**src/rtl/core/bbc_pkg.sv**
```systemverilog
// ----------------------------------------------------------------------------
// bbc_pkg
// Shared constants, types and codes of the clamped 7x7 box blur unit.
// ----------------------------------------------------------------------------
package bbc_pkg;

	localparam int MAX_WIDTH  = 1024;
	localparam int RADIUS     = 3;
	localparam int SPAN       = 2 * RADIUS + 1;
	localparam int LINES      = 2 * RADIUS + 2;
	localparam int AREA       = SPAN * SPAN;
	localparam int CH         = 4;

	localparam int COL_W      = $clog2(MAX_WIDTH);
	localparam int BANK_W     = $clog2(LINES);
	localparam int PRE_W      = $clog2(RADIUS + 1);
	localparam int ROW_W      = 16;
	localparam int WCFG_W     = 11;
	localparam int HCFG_W     = 16;
	localparam int NCH_W      = 3;
	localparam int CFG_IDX_W  = 2;
	localparam int CFG_DATA_W = 16;
	localparam int PIX_W      = 32;

	localparam int WIDTH_RST  = 1024;
	localparam int HEIGHT_RST = 1;
	localparam int NCH_RST    = 3;

	localparam int VSUM_W     = $clog2(SPAN * 255 + 1);
	localparam int HSUM_W     = $clog2(AREA * 255 + 1);
	localparam int DIV_SH     = HSUM_W + $clog2(AREA);
	localparam int RECIP      = ((2 ** DIV_SH) + AREA - 1) / AREA;
	localparam int RECIP_W    = $clog2(RECIP + 1);
	localparam int PROD_W     = HSUM_W + RECIP_W;

	localparam int OQ_DEPTH   = 8;
	localparam int OQ_PTR_W   = $clog2(OQ_DEPTH);
	localparam int OQ_CNT_W   = $clog2(OQ_DEPTH + 1);

	localparam logic OP_PUSH  = 1'b0;
	localparam logic OP_DRAIN = 1'b1;

	typedef enum logic [CFG_IDX_W-1:0] {
		CFG_WIDTH    = 2'd0,
		CFG_HEIGHT   = 2'd1,
		CFG_CHANNELS = 2'd2
	} cfg_idx_t;

	typedef struct packed {
		logic [ROW_W-1:0]  row;
		logic [COL_W-1:0]  col;
		logic [BANK_W-1:0] bank;
		logic              last;
	} tok_t;

	typedef struct packed {
		logic [COL_W-1:0] w_m1;
		logic [ROW_W-1:0] h_m1;
		logic [NCH_W-1:0] nch;
	} geom_t;

	typedef struct packed {
		logic              en;
		logic [BANK_W-1:0] bank;
		logic [COL_W-1:0]  addr;
		logic [PIX_W-1:0]  data;
	} wr_t;

endpackage

```
**src/rtl/core/bbc_ctrl.sv**
```systemverilog
// ----------------------------------------------------------------------------
// bbc_ctrl
// Config registers, input/output raster positions, line store writes and
// the per-transfer decision whether the next output window is complete.
// ----------------------------------------------------------------------------
module bbc_ctrl (
	input  logic                            clk,
	input  logic                            arst_n,
	input  logic                            cfg_we,
	input  logic [bbc_pkg::CFG_IDX_W-1:0]   cfg_index,
	input  logic [bbc_pkg::CFG_DATA_W-1:0]  cfg_data,
	input  logic                            in_valid,
	output logic                            in_ready,
	input  logic                            in_op,
	input  logic [bbc_pkg::PIX_W-1:0]       in_pix,
	output logic                            tok_valid,
	output bbc_pkg::tok_t                   tok,
	input  logic                            tok_pop,
	output bbc_pkg::wr_t                    wr,
	output bbc_pkg::geom_t                  geom
);

	logic [bbc_pkg::WCFG_W-1:0] width_q;
	logic [bbc_pkg::HCFG_W-1:0] height_q;
	logic [bbc_pkg::NCH_W-1:0]  nch_q;
	logic [bbc_pkg::WCFG_W-1:0] w_eff;

	logic [bbc_pkg::ROW_W-1:0]  in_row_q, in_row_n, out_row_q;
	logic [bbc_pkg::COL_W-1:0]  in_col_q, in_col_n, out_col_q;
	logic [bbc_pkg::BANK_W-1:0] in_bank_q, in_bank_n, out_bank_q;
	logic                       tok_valid_q;
	bbc_pkg::tok_t              tok_q;

	logic                       step, push, in_wrap, win_ok, emit, out_last;
	logic [bbc_pkg::ROW_W:0]    need_r_sum;
	logic [bbc_pkg::COL_W:0]    need_c_sum;
	logic [bbc_pkg::ROW_W-1:0]  need_r;
	logic [bbc_pkg::COL_W-1:0]  need_c;

	always_ff @(posedge clk or negedge arst_n) begin
		if (!arst_n) begin
			width_q  <= bbc_pkg::WCFG_W'(bbc_pkg::WIDTH_RST);
			height_q <= bbc_pkg::HCFG_W'(bbc_pkg::HEIGHT_RST);
			nch_q    <= bbc_pkg::NCH_W'(bbc_pkg::NCH_RST);
		end else if (cfg_we) begin
			case (bbc_pkg::cfg_idx_t'(cfg_index))
				bbc_pkg::CFG_WIDTH:    width_q  <= cfg_data[bbc_pkg::WCFG_W-1:0];
				bbc_pkg::CFG_HEIGHT:   height_q <= cfg_data[bbc_pkg::HCFG_W-1:0];
				bbc_pkg::CFG_CHANNELS: nch_q    <= cfg_data[bbc_pkg::NCH_W-1:0];
				default: ;
			endcase
		end
	end

	always_comb begin
		if (width_q == '0) begin
			w_eff = bbc_pkg::WCFG_W'(1);
		end else if (width_q > bbc_pkg::WCFG_W'(bbc_pkg::MAX_WIDTH)) begin
			w_eff = bbc_pkg::WCFG_W'(bbc_pkg::MAX_WIDTH);
		end else begin
			w_eff = width_q;
		end
		geom.w_m1 = bbc_pkg::COL_W'(w_eff - bbc_pkg::WCFG_W'(1));
		geom.h_m1 = (height_q == '0) ? '0 : height_q - bbc_pkg::HCFG_W'(1);
		geom.nch  = (nch_q > bbc_pkg::NCH_W'(bbc_pkg::CH)) ? bbc_pkg::NCH_W'(bbc_pkg::CH) : nch_q;
	end

	always_comb begin
		in_ready = !tok_valid_q || tok_pop;
		step     = in_valid && in_ready;
		push     = step && (in_op == bbc_pkg::OP_PUSH) && (in_row_q <= geom.h_m1);
		in_wrap  = in_col_q == geom.w_m1;

		in_col_n  = in_col_q;
		in_row_n  = in_row_q;
		in_bank_n = in_bank_q;
		if (push) begin
			if (in_wrap) begin
				in_col_n  = '0;
				in_row_n  = in_row_q + bbc_pkg::ROW_W'(1);
				in_bank_n = (in_bank_q == bbc_pkg::BANK_W'(bbc_pkg::LINES - 1)) ? '0 :
				            in_bank_q + bbc_pkg::BANK_W'(1);
			end else begin
				in_col_n = in_col_q + bbc_pkg::COL_W'(1);
			end
		end

		need_r_sum = {1'b0, out_row_q} + (bbc_pkg::ROW_W+1)'(bbc_pkg::RADIUS);
		need_r     = (need_r_sum > {1'b0, geom.h_m1}) ? geom.h_m1 :
		             need_r_sum[bbc_pkg::ROW_W-1:0];
		need_c_sum = {1'b0, out_col_q} + (bbc_pkg::COL_W+1)'(bbc_pkg::RADIUS);
		need_c     = (need_c_sum > {1'b0, geom.w_m1}) ? geom.w_m1 :
		             need_c_sum[bbc_pkg::COL_W-1:0];

		win_ok   = (in_row_n > need_r) || ((in_row_n == need_r) && (in_col_n > need_c));
		emit     = step && win_ok;
		out_last = (out_row_q == geom.h_m1) && (out_col_q == geom.w_m1);

		wr.en   = push;
		wr.bank = in_bank_q;
		wr.addr = in_col_q;
		wr.data = in_pix;

		tok_valid = tok_valid_q;
		tok       = tok_q;
	end

	always_ff @(posedge clk or negedge arst_n) begin
		if (!arst_n) begin
			in_row_q   <= '0;
			in_col_q   <= '0;
			in_bank_q  <= '0;
			out_row_q  <= '0;
			out_col_q  <= '0;
			out_bank_q <= '0;
		end else if (cfg_we || (emit && out_last)) begin
			in_row_q   <= '0;
			in_col_q   <= '0;
			in_bank_q  <= '0;
			out_row_q  <= '0;
			out_col_q  <= '0;
			out_bank_q <= '0;
		end else begin
			in_row_q  <= in_row_n;
			in_col_q  <= in_col_n;
			in_bank_q <= in_bank_n;
			if (emit) begin
				if (out_col_q == geom.w_m1) begin
					out_col_q  <= '0;
					out_row_q  <= out_row_q + bbc_pkg::ROW_W'(1);
					out_bank_q <= (out_bank_q == bbc_pkg::BANK_W'(bbc_pkg::LINES - 1)) ? '0 :
					              out_bank_q + bbc_pkg::BANK_W'(1);
				end else begin
					out_col_q <= out_col_q + bbc_pkg::COL_W'(1);
				end
			end
		end
	end

	always_ff @(posedge clk or negedge arst_n) begin
		if (!arst_n) begin
			tok_valid_q <= 1'b0;
		end else if (emit) begin
			tok_valid_q <= 1'b1;
		end else if (tok_pop) begin
			tok_valid_q <= 1'b0;
		end
	end

	always_ff @(posedge clk) begin
		if (emit) begin
			tok_q.row  <= out_row_q;
			tok_q.col  <= out_col_q;
			tok_q.bank <= out_bank_q;
			tok_q.last <= out_last;
		end
	end

endmodule

```
**config.mk**
```make
export PLATFORM = sky130hd
export DESIGN_NAME = bbc_ctrl
export DESIGN_NICKNAME = d
export VERILOG_FILES = /design/src/rtl/core/bbc_pkg.sv /design/src/rtl/core/bbc_ctrl.sv
export SDC_FILE = /design/constraint.sdc
export NUM_CORES = 1
export LEC_CHECK = 0
export ABC_AREA = 1
export BUFFER_PORTS_ARGS = -buffer_cell sky130_fd_sc_hd__buf_2
export CAP_MARGIN = 10
export CORE_UTILIZATION = 38
export CTS_CLUSTER_SIZE = 40
export DETAILED_ROUTE_END_ITERATION = 8
export GPL_ROUTABILITY_DRIVEN = 0
export PLACE_DENSITY_LB_ADDON = 0.2
export SKIP_LAST_GASP = 1
export SLEW_MARGIN = 20
export SYNTH_ARGS = -nofsm -noshare
export SYNTH_HDL_FRONTEND = slang
export SYNTH_SLANG_ARGS = --single-unit
```
**constraint.sdc**
```tcl
create_clock -name clk -period 16.6 [get_ports clk]
set_input_delay 1.66 -clock clk [delete_from_list [all_inputs] [get_ports clk]]
set_output_delay 1.66 -clock clk [all_outputs]
set_load 0.01 [all_outputs]
```
==> qor.csv <==
stage,metric,value,unit
logic_synthesis,Syn Std Cell Area,0.0102,sq mm
clocking,"Clk Latency, worst-skew pair",0.43,ns
place,DP Wirelength,23600,um
timing,final setup vio count,0,
logic_synthesis,syn_nets,1574,
clocking,CTS root buffer,clkbuf_16,
floorplanning,core area,0.0262,sq mm
logic_synthesis,main combinational cell family by area after synthesis,simple AND/OR/NAND/NOR gates,
setup_path,Crit path largest cell delay,0.57,ns
worst_hold_path,Worst Hold Class,reg2reg,
finish,Util after Layout,43.0,%
timing,Final Max Tran Viols,0,
place,Placement Cell Area,0.0107,sq mm
finish,fillers,2739,
floorplanning,area of the die,0.0275,sq mm
clocking,post_cts resized,0,
logic_synthesis,Synth area leaders,"dfrtp_1 21%, nand2_1 14%, ha_1 9.7%",
floorplanning,row count,59,
clocking,Clock Pin Slew Worst Setup and Hold Paths,0.06,ns
logic_synthesis,Synth top area share,20.8,%
finish,finished layout cell area,0.0113,sq mm
global_route,largest net degree at the start of global routing,52,
drt,post-route ant nets,0,
finish,nets,1625,
setup_path,Worst setup EP type,flop,
global_route,initial antenna violation count,0,
logic_synthesis,XOR/XNOR share of the synthesized area,5.40,%
setup_path,Startpoint Class,flop,
drt,total number of vias,9435,
setup_path,Worst EP arrival,7.27,ns
floorplanning,die width,166,um
global_route,number of global-route vias before repair,8794,
setup_path,crit-path most repeated cell,nand2_1,
timing,RSZ-0062 raised after global routing,no,
logic_synthesis,multiplexer area fraction after synthesis,0,%
clocking,Sink Count,119,
drt,Post-Route WL,30300,um
pwr,worst vdd ir,0.0590,mV
setup_path,Required @ worst endpoint,16.89,ns
finish,antenna cells,0,
logic_synthesis,cell count after synthesis,1439,
run,max_cap viols,0,
logic_synthesis,largest area contributor in the netlist,dfrtp_1,
timing,final hold vios,0,
place,IO Port Bufs,98,
logic_synthesis,syn_area_per_cell,7.10,sq um
timing,Final Cycle Share,42.0,%
logic_synthesis,simple-gate share of the synthesized area,33.8,%
finish,P&R area growth vs syn,10.2,%
pwr,P_leak,6.04,nW
global_route,GRT Util Overall,22.4,%
setup_path,slowest CP cell,dfstp_2,
clocking,CTS buffer count,17,
pwr,Pwr Density,107,mW/mm^2
logic_synthesis,"EDFF count, synth",30,
clocking,CTS Hold Bufs,0,
global_route,global-route wire length before repair,48100,um
logic_synthesis,count of cell types in the netlist,51,
timing,Final Skew,0.0124,ns
drt,drt drc,9,
floorplanning,Initial Util,39.0,%
outcome,failing checks,design-rule violations,
logic_synthesis,"Async S/R FF share, synth",74.8,%
clocking,Post-CTS Repair Setup Buffers,0,
drt,via-per-instance ratio,5.13,
setup_path,Worst Path Max Fanout,25,
timing,Slew HR,49.3,%
logic_synthesis,Yosys reg bits,119,
clocking,clk buf depth,2,
timing,PnR worst setup slack,9.62,ns
drt,1st-iter DRT viols,738,
timing,Slew @ Worst Pin,0.758,ns
logic_synthesis,Compound-Gate Fraction of Synth Area,7.83,%
logic_synthesis,register area share after synthesis,30.7,%
outcome,status,finished with violations,
timing,min Tclk post-route,6.98,ns
logic_synthesis,Synth warnings,0,
logic_synthesis,adder and majority cell fraction of the synthesized area,9.68,%
timing,Final Hold Slack,0.494,ns
place,pre-CTS setup slack,9.70,ns
timing,setup TNS,0,ns
floorplanning,IO Pins,163,
floorplanning,chip height,166,um
timing,Fmax,143,MHz
clocking,CTS tree,done,
drt,Pre-Repair DR Iteration Count,9,
clocking,CTS H-tree depth,4,
drt,average routed wire per standard cell,16.5,um
finish,share of cells above drive strength 1,14.2,%
global_route,total gr overflow,0,
setup_path,CP Class,reg2reg,
logic_synthesis,Main synth FF type,dfrtp_1,
per-layer routing:
metal / track usage (%) / vias to the layer above / routed length, um
li1: - / 4706 / -
met5: 0 / - / 0
met1: 32.1 / 4386 / 14800
met4: 6.50 / 0 / 510
met3: 3.12 / 43 / 1600
met2: 34.8 / 300 / 13400
cell usage after synthesis (2+ instances only):
master and n:
nor3_1 21, a21oi_4 2, buf_4 36, nand3b_1 6, o21ai_1 10, xnor2_1 7
clkbuf_1 14, ha_1 79, nand4_1 36, nor4_1 3, a21oi_1 44, edfxtp_1 30
inv_2 6, nand2_2 20, o21a_1 2, nor2_2 7, or2_2 2, o41ai_1 2
nand2_1 374, a211oi_1 2, o21ai_0 56, o211ai_1 4, inv_1 207, nor2_1 139
dfrtp_1 85, buf_2 10, nand2_4 7, dfstp_2 4, nand3_2 20, o21ai_2 2
xor2_1 56, nor2_4 2, buf_6 8, nand3_1 119
metrics by stage:
step	total power [mW]	cells
floorplan	0.688	1439
global placement	0.818	1806
detailed placement	0.822	1806
CTS	1.20	1838
global route	1.28	1838
finish	1.20	1838
cells by family (layout without fill, tap and decap cells):
kind of cell | after synthesis | after routing
AOI/OAI and AO/OA | 134 | 134
xor gates and xnor gates | 63 | 63
adders and majority gates | 79 | 79
buffers and inverters | 284 | 348
DFF | 119 | 119
and+or+nand+nor | 760 | 760
worst max-delay path, delay by kind of cell, from the launching register on:
kind	cells	cell delay, ns
compound gates	1	0.12
fa+ha+maj	3	0.85
buf+inv	6	1.22
flops	1	0.57
simple gates	25	4.05
worst paths after layout:
path / cells past startpoint / endpoint / slack, ns / start
setup reg to reg: 35 / in_row_q[5] / 9.62 / height_q[0]
min in group asynchronous: 1 / out_row_q[10] / 1.20 / arst_n
hold reg to reg: 2 / nch_q[1] / 0.49 / nch_q[1]
hold / removal: 2 / nch_q[1] / 0.49 / nch_q[1]
max in group asynchronous: 2 / height_q[5] / 14.34 / arst_n
setup / recovery: 35 / in_row_q[5] / 9.62 / height_q[0]
layout by cell type (no fill, tap or decap), types with 3 or more instances in the layout:
cell / synthesis / layout
ha_1: 79 / 79
a21oi_1: 44 / 44
nand2_1: 374 / 374
dfstp_2: 4 / 4
nand4_1: 36 / 36
edfxtp_1: 30 / 30
buf_4: 36 / 5
inv_1: 207 / 207
nand2_2: 20 / 20
nor3_1: 21 / 21
nor2_2: 7 / 8
o21ai_0: 56 / 56
buf_2: 10 / 97
nor2_1: 139 / 138
clkbuf_16: 0 / 18
dfrtp_1: 85 / 85
o211ai_1: 4 / 4
nor4_1: 3 / 3
xor2_1: 56 / 56
inv_4: 0 / 3
nand3b_1: 6 / 6
nand2_4: 7 / 7
o21ai_1: 10 / 10
nand3_2: 20 / 21
xnor2_1: 7 / 7
nand3_1: 119 / 118
inv_2: 6 / 6
inv_6: 0 / 4
sequential cells by signal, summed over array words and instances (netlist names):
register and cells:
in_col_q 10, tok 30, in_bank_q 3, nch_q 3, height_q 16, tok_valid 1, in_row_q 16, out_col_q 10
out_row_q 16, width_q 11, out_bank_q 3
where the power goes:
part,internal [mW],switching [mW]
clock,0.221,0.158
combinational,0.142,0.300
sequential,0.344,0.0364
total,0.707,0.494
layout make-up:
type / instances / area (sq um) / share of cell area (%)
clock inverter: 12 / 113 / 1.00
tap: 335 / 419 / 3.72
timing repair buffer: 102 / 523 / 4.65
clock buffer: 20 / 468 / 4.16
inverter: 214 / 803 / 7.14
multi-input combinational: 1036 / 5800 / 51.5
sequential: 119 / 3130 / 27.8
(Power assumes the default switching activity.)
