## src/rtl/core/bbc_pkg.sv

```systemverilog
// ----------------------------------------------------------------------------
// bbc_pkg
// Shared constants, types and codes of the clamped 7x7 box blur unit.
// ----------------------------------------------------------------------------
package bbc_pkg;

	localparam int MAX_WIDTH  = 1024;
	localparam int RADIUS     = 3;
	localparam int SPAN       = 2 * RADIUS + 1;
	localparam int LINES      = 2 * RADIUS + 2;
	localparam int AREA       = SPAN * SPAN;
	localparam int CH         = 4;

	localparam int COL_W      = $clog2(MAX_WIDTH);
	localparam int BANK_W     = $clog2(LINES);
	localparam int PRE_W      = $clog2(RADIUS + 1);
	localparam int ROW_W      = 16;
	localparam int WCFG_W     = 11;
	localparam int HCFG_W     = 16;
	localparam int NCH_W      = 3;
	localparam int CFG_IDX_W  = 2;
	localparam int CFG_DATA_W = 16;
	localparam int PIX_W      = 32;

	localparam int WIDTH_RST  = 1024;
	localparam int HEIGHT_RST = 1;
	localparam int NCH_RST    = 3;

	localparam int VSUM_W     = $clog2(SPAN * 255 + 1);
	localparam int HSUM_W     = $clog2(AREA * 255 + 1);
	localparam int DIV_SH     = HSUM_W + $clog2(AREA);
	localparam int RECIP      = ((2 ** DIV_SH) + AREA - 1) / AREA;
	localparam int RECIP_W    = $clog2(RECIP + 1);
	localparam int PROD_W     = HSUM_W + RECIP_W;

	localparam int OQ_DEPTH   = 8;
	localparam int OQ_PTR_W   = $clog2(OQ_DEPTH);
	localparam int OQ_CNT_W   = $clog2(OQ_DEPTH + 1);

	localparam logic OP_PUSH  = 1'b0;
	localparam logic OP_DRAIN = 1'b1;

	typedef enum logic [CFG_IDX_W-1:0] {
		CFG_WIDTH    = 2'd0,
		CFG_HEIGHT   = 2'd1,
		CFG_CHANNELS = 2'd2
	} cfg_idx_t;

	typedef struct packed {
		logic [ROW_W-1:0]  row;
		logic [COL_W-1:0]  col;
		logic [BANK_W-1:0] bank;
		logic              last;
	} tok_t;

	typedef struct packed {
		logic [COL_W-1:0] w_m1;
		logic [ROW_W-1:0] h_m1;
		logic [NCH_W-1:0] nch;
	} geom_t;

	typedef struct packed {
		logic              en;
		logic [BANK_W-1:0] bank;
		logic [COL_W-1:0]  addr;
		logic [PIX_W-1:0]  data;
	} wr_t;

endpackage

```

## src/rtl/core/bbc_filter.sv

```systemverilog
// ----------------------------------------------------------------------------
// bbc_filter
// Column reads from the line store, clamped vertical sums, sliding column
// window, divide by window area and the output queue.
// ----------------------------------------------------------------------------
module bbc_filter (
	input  logic                                            clk,
	input  logic                                            arst_n,
	input  bbc_pkg::geom_t                                  geom,
	input  logic                                            tok_valid,
	input  bbc_pkg::tok_t                                   tok,
	output logic                                            tok_pop,
	output logic                                            rd_en,
	output logic [bbc_pkg::COL_W-1:0]                       rd_addr,
	input  logic [bbc_pkg::LINES-1:0][bbc_pkg::PIX_W-1:0]   rd_data,
	output logic                                            out_valid,
	input  logic                                            out_ready,
	output logic [bbc_pkg::PIX_W-1:0]                       out_data,
	output logic                                            out_last
);

	logic [bbc_pkg::PRE_W-1:0]    pre_q, down, up;
	logic [bbc_pkg::OQ_CNT_W-1:0] cnt_q, oq_cnt_q;
	logic                         is_start, prefill, out_xfer;
	logic [bbc_pkg::COL_W:0]      col_sum;
	logic [bbc_pkg::ROW_W-1:0]    h_rem;
	logic [bbc_pkg::SPAN-1:0][bbc_pkg::BANK_W-1:0] sel;

	logic                         v_s1, main_s1, fill_s1, last_s1;
	logic [bbc_pkg::SPAN-1:0][bbc_pkg::BANK_W-1:0] sel_s1;
	logic                         v_s2, main_s2, fill_s2, last_s2;
	logic [bbc_pkg::CH-1:0][bbc_pkg::VSUM_W-1:0] colsum, colsum_s2;
	logic                         v_s3, last_s3;
	logic [bbc_pkg::SPAN-1:0][bbc_pkg::CH-1:0][bbc_pkg::VSUM_W-1:0] win_q, win_n;
	logic [bbc_pkg::CH-1:0][bbc_pkg::HSUM_W-1:0] hsum, hsum_s3;
	logic                         v_s4, last_s4;
	logic [bbc_pkg::CH-1:0][bbc_pkg::PROD_W-1:0] prod_s4;
	logic [bbc_pkg::PIX_W-1:0]    quot;

	logic [bbc_pkg::PIX_W-1:0]    oq_data [bbc_pkg::OQ_DEPTH];
	logic                         oq_last [bbc_pkg::OQ_DEPTH];
	logic [bbc_pkg::OQ_PTR_W-1:0] wptr_q, rptr_q;

	// issue: row start runs RADIUS prefill reads before its own column read
	always_comb begin
		is_start = tok.col == '0;
		prefill  = tok_valid && is_start && (pre_q != bbc_pkg::PRE_W'(bbc_pkg::RADIUS));
		tok_pop  = tok_valid && !prefill && (cnt_q < bbc_pkg::OQ_CNT_W'(bbc_pkg::OQ_DEPTH));
		rd_en    = prefill || tok_pop;
		col_sum  = {1'b0, tok.col} + (bbc_pkg::COL_W+1)'(bbc_pkg::RADIUS);
		if (prefill) begin
			rd_addr = (bbc_pkg::COL_W'(pre_q) > geom.w_m1) ? geom.w_m1 : bbc_pkg::COL_W'(pre_q);
		end else begin
			rd_addr = (col_sum > {1'b0, geom.w_m1}) ? geom.w_m1 :
			          col_sum[bbc_pkg::COL_W-1:0];
		end
		down  = (tok.row < bbc_pkg::ROW_W'(bbc_pkg::RADIUS)) ? bbc_pkg::PRE_W'(tok.row) :
		        bbc_pkg::PRE_W'(bbc_pkg::RADIUS);
		h_rem = geom.h_m1 - tok.row;
		up    = (h_rem < bbc_pkg::ROW_W'(bbc_pkg::RADIUS)) ? bbc_pkg::PRE_W'(h_rem) :
		        bbc_pkg::PRE_W'(bbc_pkg::RADIUS);
	end

	// line bank of each clamped window row
	for (genvar d = 0; d < bbc_pkg::SPAN; d++) begin : g_sel
		localparam int DR = d - bbc_pkg::RADIUS;
		localparam logic [bbc_pkg::PRE_W-1:0] MAG = bbc_pkg::PRE_W'((DR < 0) ? -DR : DR);
		logic [bbc_pkg::PRE_W-1:0]  mag;
		logic [bbc_pkg::BANK_W:0]   v;
		always_comb begin
			if (DR < 0) begin
				mag = (MAG > down) ? down : MAG;
				v   = {1'b0, tok.bank} + (bbc_pkg::BANK_W+1)'(bbc_pkg::LINES)
				      - (bbc_pkg::BANK_W+1)'(mag);
			end else begin
				mag = (MAG > up) ? up : MAG;
				v   = {1'b0, tok.bank} + (bbc_pkg::BANK_W+1)'(mag);
			end
			sel[d] = (v >= (bbc_pkg::BANK_W+1)'(bbc_pkg::LINES)) ?
			         bbc_pkg::BANK_W'(v - (bbc_pkg::BANK_W+1)'(bbc_pkg::LINES)) :
			         bbc_pkg::BANK_W'(v);
		end
	end

	always_comb begin
		for (int c = 0; c < bbc_pkg::CH; c++) begin
			colsum[c] = '0;
			for (int d = 0; d < bbc_pkg::SPAN; d++) begin
				colsum[c] = colsum[c] + bbc_pkg::VSUM_W'(rd_data[sel_s1[d]][8*c +: 8]);
			end
		end
	end

	always_comb begin
		for (int i = 0; i < bbc_pkg::SPAN; i++) begin
			if (fill_s2) begin
				win_n[i] = colsum_s2;
			end else if (i == bbc_pkg::SPAN - 1) begin
				win_n[i] = colsum_s2;
			end else begin
				win_n[i] = win_q[i+1];
			end
		end
		for (int c = 0; c < bbc_pkg::CH; c++) begin
			hsum[c] = '0;
			for (int i = 0; i < bbc_pkg::SPAN; i++) begin
				hsum[c] = hsum[c] + bbc_pkg::HSUM_W'(win_n[i][c]);
			end
		end
	end

	always_comb begin
		for (int c = 0; c < bbc_pkg::CH; c++) begin
			quot[8*c +: 8] = (bbc_pkg::NCH_W'(c) < geom.nch) ?
			                 prod_s4[c][bbc_pkg::DIV_SH +: 8] : 8'd0;
		end
	end

	always_ff @(posedge clk or negedge arst_n) begin
		if (!arst_n) begin
			pre_q <= '0;
			v_s1  <= 1'b0;
			v_s2  <= 1'b0;
			v_s3  <= 1'b0;
			v_s4  <= 1'b0;
		end else begin
			if (prefill) begin
				pre_q <= pre_q + bbc_pkg::PRE_W'(1);
			end else if (tok_pop) begin
				pre_q <= '0;
			end
			v_s1 <= rd_en;
			v_s2 <= v_s1;
			v_s3 <= v_s2 && main_s2;
			v_s4 <= v_s3;
		end
	end

	always_ff @(posedge clk) begin
		main_s1   <= tok_pop;
		fill_s1   <= prefill && (pre_q == '0);
		last_s1   <= tok.last;
		sel_s1    <= sel;
		main_s2   <= main_s1;
		fill_s2   <= fill_s1;
		last_s2   <= last_s1;
		colsum_s2 <= colsum;
		if (v_s2) begin
			win_q <= win_n;
		end
		hsum_s3   <= hsum;
		last_s3   <= last_s2;
		for (int c = 0; c < bbc_pkg::CH; c++) begin
			prod_s4[c] <= bbc_pkg::PROD_W'(hsum_s3[c]) * bbc_pkg::PROD_W'(bbc_pkg::RECIP);
		end
		last_s4   <= last_s3;
		if (v_s4) begin
			oq_data[wptr_q] <= quot;
			oq_last[wptr_q] <= last_s4;
		end
	end

	always_comb begin
		out_valid = oq_cnt_q != '0;
		out_data  = oq_data[rptr_q];
		out_last  = oq_last[rptr_q];
		out_xfer  = out_valid && out_ready;
	end

	// cnt_q reserves a queue slot for every main column read still in the pipe or queued
	always_ff @(posedge clk or negedge arst_n) begin
		if (!arst_n) begin
			cnt_q    <= '0;
			oq_cnt_q <= '0;
			wptr_q   <= '0;
			rptr_q   <= '0;
		end else begin
			case ({tok_pop, out_xfer})
				2'b10:   cnt_q <= cnt_q + bbc_pkg::OQ_CNT_W'(1);
				2'b01:   cnt_q <= cnt_q - bbc_pkg::OQ_CNT_W'(1);
				default: cnt_q <= cnt_q;
			endcase
			case ({v_s4, out_xfer})
				2'b10:   oq_cnt_q <= oq_cnt_q + bbc_pkg::OQ_CNT_W'(1);
				2'b01:   oq_cnt_q <= oq_cnt_q - bbc_pkg::OQ_CNT_W'(1);
				default: oq_cnt_q <= oq_cnt_q;
			endcase
			if (v_s4) begin
				wptr_q <= wptr_q + bbc_pkg::OQ_PTR_W'(1);
			end
			if (out_xfer) begin
				rptr_q <= rptr_q + bbc_pkg::OQ_PTR_W'(1);
			end
		end
	end

endmodule

```

## config.mk

```make
export PLATFORM = sky130hd
export DESIGN_NAME = bbc_filter
export DESIGN_NICKNAME = d
export VERILOG_FILES = /design/src/rtl/core/bbc_pkg.sv /design/src/rtl/core/bbc_filter.sv
export SDC_FILE = /design/constraint.sdc
export NUM_CORES = 2
export LEC_CHECK = 0
export BUFFER_PORTS_ARGS = -buffer_cell sky130_fd_sc_hd__buf_2
export CAP_MARGIN = 20
export CORE_MARGIN = 2
export CORE_UTILIZATION = 60
export DETAILED_ROUTE_END_ITERATION = 16
export PLACE_DENSITY = 0.76
export SYNTH_ARGS = -nofsm -noshare
export SYNTH_HDL_FRONTEND = slang
export SYNTH_SLANG_ARGS = --single-unit
export TNS_END_PERCENT = 10
```

## constraint.sdc

```tcl
create_clock -name clk -period 16.2 [get_ports clk]
set_input_delay 3.24 -clock clk [delete_from_list [all_inputs] [get_ports clk]]
set_output_delay 3.24 -clock clk [all_outputs]
set_load 0.02 [all_outputs]
```

==> out/qor.csv <==
stage;metric;value;unit
sta;number of setup violations in the final report;0;
floorplan;Die Span Y;327;um
worst_setup_path;Required @ worst endpoint;12.96;ns
final_layout;most used cells in the layout excluding fill and tap cells;inv_1, fa_1, edfxtp_1;
final_layout;area of combinational cells with multiple inputs;0.0385;mm2
drt;Via Count;39200;
placement;weighted congestion at the end of routability-driven global placement;0.903;
outcome;status;finished clean;
synthesis;flip-flop cell with the highest count after synthesis;edfxtp_1;
final_layout;most common library cell in the layout ignoring fill and taps;inv_1;
sta;pins over their slew limit;0;
synthesis;Yosys top cell area share;25.3;%
grt;initial antenna violation count;59;
floorplan;die area;0.107;mm2
floorplan;Row Count;118;
clocking;number of sinks handled by clock tree synthesis;709;
worst_setup_path;buffer and inverter count on the worst path;3;
clocking;number of H-tree branching levels;3;
synthesis;Post-Syn Area per Cell;13.0;um2
placement;dpl hpwl;101000;um
clocking;master cell of the clock root buffer;clkbuf_16;
synthesis;syn_nets;6233;
final_layout;# fillers;7393;
sta;tightest slew margin relative to the limit;32.6;%
final_layout;fraction of layout instances using a drive strength above 1;23.1;%
drt;number of violations reported at the end of detailed-routing iteration 0;2792;
synthesis;synthesized instance count;4833;
clocking;Hold Buf Count CTS;0;
synthesis;number of synthesis warnings;0;
worst_setup_path;Worst EP arrival;6.51;ns
floorplan;die extent in x;327;um
clocking;clock-pin slew reported for the worst setup and hold paths after clock tree synthesis;0.06;ns
clocking;Post CTS Setup Buffer Count;0;
final_layout;number of nets in the layout;6534;
floorplan;number of primary I/O pins;365;
grt;pin count of the biggest net entering global routing;164;
sta;clock period minus worst slack;9.75;ns
clocking;Longest Clk Path Bufs;3;
clocking;clock insertion delay at the later pin of the skew report;0.63;ns
grt;number of global-route vias before repair;41900;
sta;worst slew pin tran;1.01;ns
worst_setup_path;cell with the biggest individual delay on the critical path;a31oi_1;
floorplan;Initial Utilization;60.5;%
synthesis;dominant cell type by area after synthesis;edfxtp_1;
clocking;CTS tree;built;
synthesis;cell area after synthesis;0.0627;mm2
grt;global-route wire length before repair;225000;um
worst_hold_path;classification of the worst-slack hold path;reg2reg;
clocking;Resize count post-CTS;0;
synthesis;count of flip-flops with a built-in enable after synthesis;528;
grt;Total GRT Usage;26.8;%
synthesis;Async SR Flop Fraction;2.82;%
sta;final worst path period share;60.2;%
synthesis;post-synthesis sequential element count;709;
worst_setup_path;biggest fanout along the worst timing path;8;
job;Maximum Capacitance Violations;0;
placement;IO buf count;364;
synthesis;most area-consuming cells after synthesis;edfxtp_1, mux4_2, fa_1;
worst_setup_path;cell type group with the largest total delay on the critical path;compound AO/OA/AOI/OAI gates;
sta;Max Freq;103;MHz
clocking;TritonCTS buffer count;75;
grt;grt ovf;0;
final_layout;signed area change from the synthesized netlist to the final layout;9.44;%
worst_setup_path;highest cell delay on the worst timing path;0.74;ns
drt;iteration count of the initial detailed-routing pass;5;
sta;RSZ-0062 raised after global routing;no;
drt;ratio of routed vias to standard cells;5.92;
sta;sum of negative setup slack;0;ns
worst_setup_path;type of origin of the critical path;input port;
worst_setup_path;type of the setup path with the least slack;in2out;
floorplan;area of the placeable core;0.103;mm2
sta;largest clock skew in the final design;0.0235;ns
sta;count of final hold-check violations;0;
drt;routed length per placed instance;21.0;um
synthesis;sequential-to-total area share from yosys stat;31.2;%
drt;Post-DRT Antenna Nets;0;
synthesis;synth unique cells;68;
drt;detailed-route DRC error count;0;
worst_setup_path;cell-by-cell listing of the critical path;buf_2, inv_1, ha_1, nor2_1, nand3_1, xnor2_1, ha_1, o21a_1, o22ai_1, a31oi_1, a31oi_1, nand2b_1, and3_1, a21o_1, buf_2;
drt;overall routed net length;139000;um
worst_setup_path;sort of element at the end of the critical path;output port;
final_layout;Storage cell area;0.0196;mm2
-- state kept, by name (all words and copies together) (netlist names), 2 cells and up --
name	flops
sel_s1	21
oq_data	256
win_q	264
cnt_q	4
prod_s4	32
hsum_s3	56
oq_cnt_q	4
oq_last	8
wptr_q	3
colsum_s2	44
rptr_q	3
pre_q	2
-- cells by family after synthesis --
logic type	synth area share (%)
adder cells (fa/ha/maj)	28.4
AO/OA/AOI/OAI	5.31
other	0.0120
XOR/XNOR	1.93
buffers and inverters	7.48
flip-flops	31.2
multiplexers	23.0
AND/OR/NAND/NOR	2.61
-- cell usage after synthesis (47+ instances only) --
cell type and number:
a21boi_0 69, a21o_1 49, a21oi_1 177, buf_1 59, clkbuf_1 124, dfxtp_1 161, edfxtp_1 528, fa_1 569
ha_1 512, inv_1 1064, mux2_2 113, mux2i_1 157, mux4_2 514, nand2_1 75, nor2_1 104, nor2b_1 47
o21ai_0 107, xnor2_1 96
-- stage by stage --
stage               setup WS (ns)  utilization (%)  hold slack, ns  instances  area, um2
finish                       6.45             66.3           0.328       6613      68600
global route                 6.19             66.2           0.338       6599      68500
CTS                          6.46             66.1           0.327       6575      68500
detailed placement           6.46             63.7           0.313       6436      66000
global placement             6.50             63.7           0.314       6436      66000
floorplan                    7.11                -           0.310       4833      62700
-- area by class of cell --
class                      instances  share of cell area (%)
multi-input combinational       2875                    56.1
sequential                       709                    28.6
inverter                        1066                    5.84
clock buffer                     107                    3.26
timing repair buffer             407                    3.17
tap                             1380                    2.52
clock inverter                    32                   0.367
antenna                           37                   0.135
-- routing by layer --
layer / GRT usage [%] / part of all wire, %
met1: 35.3 / 41
met2: 44.6 / 48
met3: 5.61 / 7.8
met4: 8.86 / 2.8
met5: 0 / 0.24
-- path summary, 6_finish.rpt --
check | startpoint | end | slack [ns] | depth (start not counted)
min | last_s3 | last_s4 | 0.33 | 0
min reg2reg | last_s3 | last_s4 | 0.33 | 0
max reg2reg | fill_s2 | hsum_s3[27] | 9.04 | 22
max in group asynchronous | arst_n | rptr_q[0] | 13.26 | 1
max | tok[4] | rd_addr[8] | 6.45 | 15
min in group asynchronous | arst_n | v_s2 | 2.58 | 1
Power is not shown: default switching activity piles up to over one toggle a cycle in this logic, so the estimate is an artifact.
